### config.mk
export PLATFORM = sky130hd
export DESIGN_NAME = ttf_ctrl
export DESIGN_NICKNAME = d
export VERILOG_FILES = /design/src/ttf_pkg.sv /design/src/ttf_ctrl.sv
export VERILOG_INCLUDE_DIRS = /design/src /design/src/src
export SDC_FILE = /design/constraint.sdc
export NUM_CORES = 1
export LEC_CHECK = 0
export BUFFER_PORTS_ARGS = -buffer_cell sky130_fd_sc_hd__buf_2
export CORE_UTILIZATION = 59
export DETAILED_ROUTE_END_ITERATION = 7
export PLACE_DENSITY_LB_ADDON = 0.3
export SKIP_CTS_REPAIR_TIMING = 1
export SLEW_MARGIN = 5
export SYNTH_ARGS = -nofsm -noshare
export SYNTH_HDL_FRONTEND = slang
export SYNTH_SLANG_ARGS = --single-unit
### constraint.sdc
create_clock -name clk -period 4.6 [get_ports clk]
set_clock_uncertainty 0.15 [all_clocks]
set_input_delay 0.46 -clock clk [delete_from_list [all_inputs] [get_ports clk]]
set_output_delay 0.46 -clock clk [all_outputs]
set_load 0.03 [all_outputs]
### src/thermistor_temperature_filter_core_defines.svh
// Assertion macros used by the thermistor filter controller.
// Define NO_ASSERTIONS to leave every check out of the build.
`ifndef THERMISTOR_TEMPERATURE_FILTER_CORE_DEFINES_SVH
`define THERMISTOR_TEMPERATURE_FILTER_CORE_DEFINES_SVH
`ifndef NO_ASSERTIONS
`define TTF_ASSERT(lbl, prop, msg) \
    lbl: assert property (@(posedge clk) disable iff (!rst_n) prop) else $error(msg);
`define TTF_ASSERT_RST(lbl, prop, msg) \
    lbl: assert property (@(posedge clk) prop) else $error(msg);
`else
`define TTF_ASSERT(lbl, prop, msg)
`define TTF_ASSERT_RST(lbl, prop, msg)
`endif
`endif

### src/ttf_pkg.sv
package ttf_pkg;

    localparam int OP_W  = 4;
    localparam int CNT_W = 7;

    typedef logic [OP_W-1:0] op_t;

    localparam op_t OP_NONE  = 4'd0;
    localparam op_t OP_LOAD  = 4'd1;
    localparam op_t OP_PREP  = 4'd2;
    localparam op_t OP_NORM  = 4'd3;
    localparam op_t OP_SQ    = 4'd4;
    localparam op_t OP_LOGW  = 4'd5;
    localparam op_t OP_MUL   = 4'd6;
    localparam op_t OP_MULW  = 4'd7;
    localparam op_t OP_ADD1  = 4'd8;
    localparam op_t OP_ADD2  = 4'd9;
    localparam op_t OP_DIVLD = 4'd10;
    localparam op_t OP_DIV   = 4'd11;
    localparam op_t OP_TEMP  = 4'd12;
    localparam op_t OP_EMA1  = 4'd13;
    localparam op_t OP_EMA2  = 4'd14;
    localparam op_t OP_OUT   = 4'd15;

    localparam logic [CNT_W-1:0] NORM_LAST = 7'd6;
    localparam logic [CNT_W-1:0] SQ_LAST   = 7'd32;
    localparam logic [CNT_W-1:0] MUL_LAST  = 7'd5;
    localparam logic [CNT_W-1:0] DIV_LAST  = 7'd66;
    localparam logic [2:0]       MSEL_LN   = 3'd0;
    localparam logic [2:0]       MSEL_L2   = 3'd1;
    localparam logic [2:0]       MSEL_L3   = 3'd2;
    localparam logic [2:0]       MSEL_B    = 3'd3;
    localparam logic [2:0]       MSEL_C    = 3'd4;

    localparam int CFG_W   = 48;
    localparam int CFG_IDX_W = 3;
    localparam logic [CFG_IDX_W-1:0] CFG_HIGH_SIDE = 3'd0;
    localparam logic [CFG_IDX_W-1:0] CFG_OFFSET    = 3'd1;
    localparam logic [CFG_IDX_W-1:0] CFG_GAIN      = 3'd2;
    localparam logic [CFG_IDX_W-1:0] CFG_R1        = 3'd3;
    localparam logic [CFG_IDX_W-1:0] CFG_COEFF_A   = 3'd4;
    localparam logic [CFG_IDX_W-1:0] CFG_COEFF_B   = 3'd5;
    localparam logic [CFG_IDX_W-1:0] CFG_COEFF_C   = 3'd6;

    localparam logic [31:0] LN2_Q32 = 32'd2977044472;
    localparam logic signed [42:0] KELVIN_Q10 = 43'sd279706;
    localparam logic signed [19:0] TEMP_MAX = 20'sd524287;
    localparam logic signed [19:0] TEMP_MIN = -20'sd524288;
    localparam logic [16:0] GAIN_ONE = 17'd65536;
    localparam logic signed [63:0] INT64_MAX = 64'sh7FFF_FFFF_FFFF_FFFF;
    localparam logic signed [63:0] INT64_MIN = 64'sh8000_0000_0000_0000;

    typedef struct packed {
        logic              high_side;
        logic signed [11:0] offset;
        logic [16:0]       gain;
        logic [21:0]       r1;
        logic signed [47:0] coeff_a;
        logic signed [47:0] coeff_b;
        logic signed [47:0] coeff_c;
    } ttf_cfg_t;

    typedef struct packed {
        op_t              op;
        logic [CNT_W-1:0] cnt;
        logic             lsel;
        logic [2:0]       msel;
    } ttf_cmd_t;

    typedef struct packed {
        logic fault;
    } ttf_stat_t;

endpackage

### src/ttf_ctrl.sv
`include "thermistor_temperature_filter_core_defines.svh"

module ttf_ctrl (
    input  logic               clk,
    input  logic               rst_n,
    input  logic               in_valid,
    output logic               in_ready,
    output logic               out_valid,
    input  logic               out_ready,
    input  ttf_pkg::ttf_stat_t stat,
    output ttf_pkg::ttf_cmd_t  cmd
);
    import ttf_pkg::*;

    localparam logic [3:0] ST_IDLE  = 4'd0;
    localparam logic [3:0] ST_CHECK = 4'd1;
    localparam logic [3:0] ST_PREP  = 4'd2;
    localparam logic [3:0] ST_NORM  = 4'd3;
    localparam logic [3:0] ST_SQ    = 4'd4;
    localparam logic [3:0] ST_LOGW  = 4'd5;
    localparam logic [3:0] ST_MUL   = 4'd6;
    localparam logic [3:0] ST_MULW  = 4'd7;
    localparam logic [3:0] ST_ADD1  = 4'd8;
    localparam logic [3:0] ST_ADD2  = 4'd9;
    localparam logic [3:0] ST_DIVLD = 4'd10;
    localparam logic [3:0] ST_DIV   = 4'd11;
    localparam logic [3:0] ST_TEMP  = 4'd12;
    localparam logic [3:0] ST_EMA1  = 4'd13;
    localparam logic [3:0] ST_EMA2  = 4'd14;
    localparam logic [3:0] ST_DONE  = 4'd15;

    logic [3:0]       state_reg, state_next;
    logic [CNT_W-1:0] cnt_reg, cnt_next;
    logic             lsel_reg, lsel_next;
    logic [2:0]       msel_reg, msel_next;
    logic             out_valid_reg, out_valid_next;

    assign in_ready  = (state_reg == ST_IDLE);
    assign out_valid = out_valid_reg;

    always_comb
    begin
        state_next     = state_reg;
        cnt_next       = cnt_reg;
        lsel_next      = lsel_reg;
        msel_next      = msel_reg;
        out_valid_next = out_valid_reg && !out_ready;
        cmd.op         = OP_NONE;
        cmd.cnt        = cnt_reg;
        cmd.lsel       = lsel_reg;
        cmd.msel       = msel_reg;
        case (state_reg)
            ST_IDLE:
            begin
                if (in_valid)
                begin
                    cmd.op     = OP_LOAD;
                    state_next = ST_CHECK;
                end
            end
            ST_CHECK:
            begin
                state_next = stat.fault ? ST_DONE : ST_PREP;
            end
            ST_PREP:
            begin
                cmd.op     = OP_PREP;
                cnt_next   = '0;
                lsel_next  = 1'b0;
                state_next = ST_NORM;
            end
            ST_NORM:
            begin
                cmd.op = OP_NORM;
                if (cnt_reg == NORM_LAST)
                begin
                    cnt_next   = '0;
                    state_next = ST_SQ;
                end
                else
                begin
                    cnt_next = cnt_reg + 7'd1;
                end
            end
            ST_SQ:
            begin
                cmd.op = OP_SQ;
                if (cnt_reg == SQ_LAST)
                begin
                    cnt_next   = '0;
                    state_next = ST_LOGW;
                end
                else
                begin
                    cnt_next = cnt_reg + 7'd1;
                end
            end
            ST_LOGW:
            begin
                cmd.op = OP_LOGW;
                if (lsel_reg)
                begin
                    msel_next  = MSEL_LN;
                    state_next = ST_MUL;
                end
                else
                begin
                    lsel_next  = 1'b1;
                    state_next = ST_NORM;
                end
            end
            ST_MUL:
            begin
                cmd.op = OP_MUL;
                if (cnt_reg == MUL_LAST)
                begin
                    cnt_next   = '0;
                    state_next = ST_MULW;
                end
                else
                begin
                    cnt_next = cnt_reg + 7'd1;
                end
            end
            ST_MULW:
            begin
                cmd.op = OP_MULW;
                if (msel_reg == MSEL_C)
                begin
                    state_next = ST_ADD1;
                end
                else
                begin
                    msel_next  = msel_reg + 3'd1;
                    state_next = ST_MUL;
                end
            end
            ST_ADD1:
            begin
                cmd.op     = OP_ADD1;
                state_next = ST_ADD2;
            end
            ST_ADD2:
            begin
                cmd.op     = OP_ADD2;
                state_next = ST_DIVLD;
            end
            ST_DIVLD:
            begin
                cmd.op     = OP_DIVLD;
                cnt_next   = '0;
                state_next = ST_DIV;
            end
            ST_DIV:
            begin
                cmd.op = OP_DIV;
                if (cnt_reg == DIV_LAST)
                begin
                    cnt_next   = '0;
                    state_next = ST_TEMP;
                end
                else
                begin
                    cnt_next = cnt_reg + 7'd1;
                end
            end
            ST_TEMP:
            begin
                cmd.op     = OP_TEMP;
                state_next = ST_EMA1;
            end
            ST_EMA1:
            begin
                cmd.op     = OP_EMA1;
                state_next = ST_EMA2;
            end
            ST_EMA2:
            begin
                cmd.op     = OP_EMA2;
                state_next = ST_DONE;
            end
            ST_DONE:
            begin
                // The result register must be free before it is overwritten.
                if (!out_valid_reg || out_ready)
                begin
                    cmd.op         = OP_OUT;
                    out_valid_next = 1'b1;
                    state_next     = ST_IDLE;
                end
            end
            default:
            begin
                state_next = ST_IDLE;
            end
        endcase
    end

    always_ff @(posedge clk or negedge rst_n)
    begin
        if (!rst_n)
        begin
            state_reg     <= ST_IDLE;
            cnt_reg       <= '0;
            lsel_reg      <= 1'b0;
            msel_reg      <= '0;
            out_valid_reg <= 1'b0;
        end
        else
        begin
            state_reg     <= state_next;
            cnt_reg       <= cnt_next;
            lsel_reg      <= lsel_next;
            msel_reg      <= msel_next;
            out_valid_reg <= out_valid_next;
        end
    end

    `TTF_ASSERT_RST(a_reset_idle, !rst_n |=> (state_reg == ST_IDLE && !out_valid_reg), "reset not idle")
    `TTF_ASSERT(a_accept_check, (in_valid && in_ready) |=> (state_reg == ST_CHECK), "accept lost")
    `TTF_ASSERT(a_done_holds, (state_reg == ST_DONE && out_valid_reg && !out_ready) |=> (state_reg == ST_DONE && out_valid_reg), "result overwritten")
    `TTF_ASSERT(a_div_bound, (state_reg == ST_DIV) |-> (cnt_reg <= DIV_LAST), "divider overran")
    `TTF_ASSERT(a_done_to_idle, (state_reg == ST_DONE && (!out_valid_reg || out_ready)) |=> (state_reg == ST_IDLE && out_valid_reg), "result not issued")

endmodule

# Word-level counts from Yosys, hierarchy flattened
# Index checks and enable logic that the tools add are counted.
# W data, S select, Z words.
# op_classes
muxes	24
addsub	2
n_eq_ne	28
reduce_logical	11
# op_table
op	n
$pmux W4 S16	1
$pmux W4 S15	1
$mux W4	9
$pmux W7 S5	1
$eq A4 B4 Y1 const B	8
$mux W7	4
$eq A4 B3 Y1 const B	4
$ne A2 B2 Y1 const B	8
$eq A7 B3 Y1 const B	2
$mux W3	3
$eq A4 B2 Y1 const B	2
$add A7 B1 Y7 const B	1
$eq A7 B6 Y1 const B	1
$eq A7 B7 Y1 const B	1
$pmux W3 S2	1
$reduce_and A6 Y1	1
$reduce_bool A5 Y1	1
$eq A4 B1 Y1 const B	1
$logic_not A4 Y1	1
$reduce_bool A2 Y1	2
$add A3 B1 Y3 const B	1
$eq A3 B3 Y1 const B	1
$mux W1	3
$reduce_and A3 Y1	1
5 further kinds	6
# word_totals
elab_cells	70
input_bits	5
output_inout_bits	17
regBits	16

# Logic depth before layout (Yosys ltp)
# depth
word_depth	4
depth_mapped	7
depth_no_buf	7

# Least setup slack after synthesis
# Ideal clock, no wire load.
# synth_timing
kind	register to output
startpoint	register state_reg[2]
endpoint	output port cmd[11] (netlist name)
arrival_ns	1.699
n_path_buf	2
stages_incl_launch_ff	5
t_required_ns	3.990
slack_ns	2.291
cell_sequence	dfrtp_1 > buf_2 > buf_1 > nor2_1 > a221oi_1
# synth_rtl
element	line	source
start: declaration	ttf_ctrl.sv:32	logic [3:0] state_reg, state_next;
start signal: assignment	ttf_ctrl.sv:211	state_reg <= state_next;
end: declaration	ttf_ctrl.sv:11	output ttf_pkg::ttf_cmd_t cmd

==> impl_metrics.json <==
{
  "die_h_um": 47.10,
  "dp_hpwl_mm": 2.199,
  "power_frac_seq_pct": 31.9,
  "grt_max_degree": 21,
  "place.gp.congestion": 0.9049,
  "clock_latency_ps": 290,
  "combinationalPowerShare_pct": 60.5,
  "critPathKind": "register to output port",
  "clockRootBuffer": "clkbuf_4",
  "reg2reg_to": "msel_reg[2]$_DFFE_PN0P_",
  "ys.flop_type": "dfrtp_1",
  "cts_buffer_depth": 2,
  "r2r_cells": 5,
  "sw_frac_of_total_pct": 55.69,
  "startpoint_type": "register",
  "synth-seq-area-share_pct": 33.37,
  "syn_to_final_growth_pct": 10.01,
  "drc_errors": 0,
  "drtAntennaViolNets": 0,
  "syn_nets": 156,
  "yosysTopAreaCellShare_pct": 33.37,
  "via_per_inst": 6.473,
  "slew_violations": 0,
  "powerDensity_nw_per_um2": 738.4,
  "min_path_type": "input pin to register",
  "reg2reg_from": "state_reg[2]$_DFFE_PN0P_",
  "path_max_fanout": 15,
  "syn_inst": 145,
  "setup_viol": 0,
  "min-delay-start": "out_ready",
  "post-route-min-period_ps": 2443,
  "worstMarginPinSlew_ps": 646.6,
  "finalHoldViolCount": 0,
  "end_kind": "output port",
  "drive_gt1_share_pct": 19.25,
  "first_pass_iters": 5,
  "syn-cell-area_um2": 1200,
  "grt_first_pass_wirelength_mm": 4.933,
  "path_delay_family": "flip-flops",
  "cp.required_ps": 3990,
  "power.switching_mw": 0.5429,
  "crit_chain": "inv_1 -> o21ai_0 -> a221oi_1 -> buf_2",
  "p_leak_nw": 0.5894,
  "ys_warn_count": 0,
  "synth_edf_count": 0,
  "rsz0062_at_grt": "false",
  "syn_avg_cell_area_um2": 8.275,
  "hold_depth": 3,
  "drt_wl_total_mm": 3.034,
  "cts.clk_slew.worst_paths_ps": 90,
  "ys_ff_latch": 16,
  "fmax_mhz": 409.3,
  "slew_headroom_pct": 56.89,
  "arrival_ps": 1830,
  "fin_hold_ws_ps": 350.9,
  "n_fill_cell": 148,
  "cts_tree": "done",
  "status": "complete, no violations",
  "drtIter0Drc": 58,
  "overflow": 0,
  "grt_pass1_vias": 1035,
  "num_rows": 15,
  "critPathSlowestCell": "dfrtp_1",
  "cts-htree-levels": 1,
  "diodes": 0,
  "numCtsBuffers": 3,
  "setup_tns_ps": 0,
  "ios": 22,
  "wl_per_cell_um": 16.31,
  "cap_violations": 0,
  "r2r_slack_ps": 2430,
  "cp.buffers_inverters": 2,
  "port_buffers": 21,
  "antenna_found_initial": 0,
  "crit_path_max_incr_delay_ps": 550,
  "synth_area_leaders": "dfrtp_1 (33%), nor2_1 (6.6%), ha_1 (6.3%), o21ai_0 (4.2%), a21oi_1 (3.8%)",
  "worst_ir_drop_vdd_mv": 0.4329,
  "async_flop_share_pct": 100.0,
  "fin_crit_sh_pct": 53.11,
  "synth.distinct_cells": 45,
  "start_util_pct": 65.91,
  "fp.dieW_um": 47.10,
  "dr_total_vias": 1204,
  "intPower_mw": 0.4319,
  "track_usage_pct": 31.92,
  "nNetsFinal": 174,
  "yosys.area.top_type": "dfrtp_1",
  "clock_sinks": 16,
  "core_area_um2": 1821,
  "holdPathEnd": "out_valid$_DFF_PN0_",
  "pwr-share-clk_pct": 7.5,
  "largest_register_ffs": 7,
  "dieArea_um2": 2218
}
## routing by layer
metal,share of wire (%),vias up,track usage [%]
met5,0,-,0
met4,1.2,0,6.286
met3,8.6,6,6.538
met2,48,88,50.28
met1,42,545,45.69
li1,-,565,-
## logic make-up (layout without fill, tap and decap cells)
group | Yosys count | count (layout) | synth area share (%)
buffers and inverters | 16 | 32 | 6.256
and+or+nand+nor | 60 | 60 | 26.38
adders and majority gates | 6 | 6 | 6.256
xor gates and xnor gates | 1 | 1 | 0.7301
AOI/OAI and AO/OA | 45 | 45 | 26.07
DFF | 16 | 16 | 33.37
muxes | 1 | 1 | 0.9384
## cell type report
type	instances	area, um2	share of cell area [%]
Clock buffer	3	22.52	1.706
Inverter	7	26.28	1.991
Multi-Input combinational cell	113	724.4	54.88
Sequential cell	16	400.4	30.33
Tap cell	25	31.28	2.370
Timing Repair Buffer	22	115.1	8.720
## layout by cell type, fill, tap and decap left out, drive strengths merged, types with 2 or more instances in the layout
cell type | netlist | routed
buf | 6 | 21
dfrtp | 16 | 16
a221oi | 2 | 2
a21oi | 9 | 9
nor3 | 9 | 9
a21o | 2 | 2
a211oi | 4 | 4
nor4b | 2 | 2
nand3 | 5 | 5
clkbuf | 3 | 3
ha | 6 | 6
and3 | 2 | 2
inv | 7 | 7
a22o | 2 | 2
nor2 | 21 | 21
o21ai | 11 | 11
nand2 | 11 | 11
nand2b | 2 | 2
a41oi | 4 | 4
nor2b | 3 | 3
## power groups by stage
stage	Combinational, mW	Clock (mW)	Sequential [mW]
2_1_floorplan	0.456	0	0.294
3_3_place_gp	0.559	0	0.302
3_5_place_dp	0.583	0	0.309
4_1_cts	0.587	0.0743	0.308
5_1_grt	0.649	0.0793	0.323
6_report	0.590	0.0736	0.311
## how the worst max path moves through the flow
stage                                   startpoint  endpoint  slack, ps  cells after the start
final                     state_reg[1]$_DFFE_PN0P_   cmd[11]       2160                      4
after CTS                 state_reg[1]$_DFFE_PN0P_   cmd[11]       2190                      4
after global routing      state_reg[1]$_DFFE_PN0P_   cmd[11]       2070                      4
after detailed placement                 out_ready   cmd[11]       2460                      6
after global placement    state_reg[1]$_DFFE_PN0P_   cmd[11]       2640                      4
after floorplan           state_reg[2]$_DFFE_PN0P_   cmd[11]       2290                      4
## stage by stage
stage / cells / instance area, um2 / power [mW] / utilization (%) / setup WS, ps
floorplan: 145 / 1200 / 0.7499 / - / 2291
global placement: 182 / 1287 / 0.8612 / 70.72 / 2641
detailed placement: 182 / 1287 / 0.8925 / 70.72 / 2459
CTS: 185 / 1310 / 0.9689 / 71.96 / 2192
global route: 186 / 1320 / 1.052 / 72.51 / 2075
finish: 186 / 1320 / 0.9747 / 72.51 / 2157
## Yosys cell counts (2+ instances only)
master and n:
ha_1 6, a211oi_1 4, nor3_1 8, a21oi_1 9, nand2b_1 2, nand2_1 11, a22o_1 2, buf_2 3
nor2b_1 3, dfrtp_1 16, inv_1 7, nor2_1 21, clkbuf_1 3, a41oi_1 4, o21ai_0 10, a221oi_1 2
nand3_1 5, and3_1 2
## worst register-to-register path, delay by kind of cell, from the launching register on
kind | cells | cell delay, ps
compound gates | 1 | 150
xor+xnor | 1 | 160
flops | 1 | 770
simple gates | 3 | 870
Power figures use the tool's default switching activity.
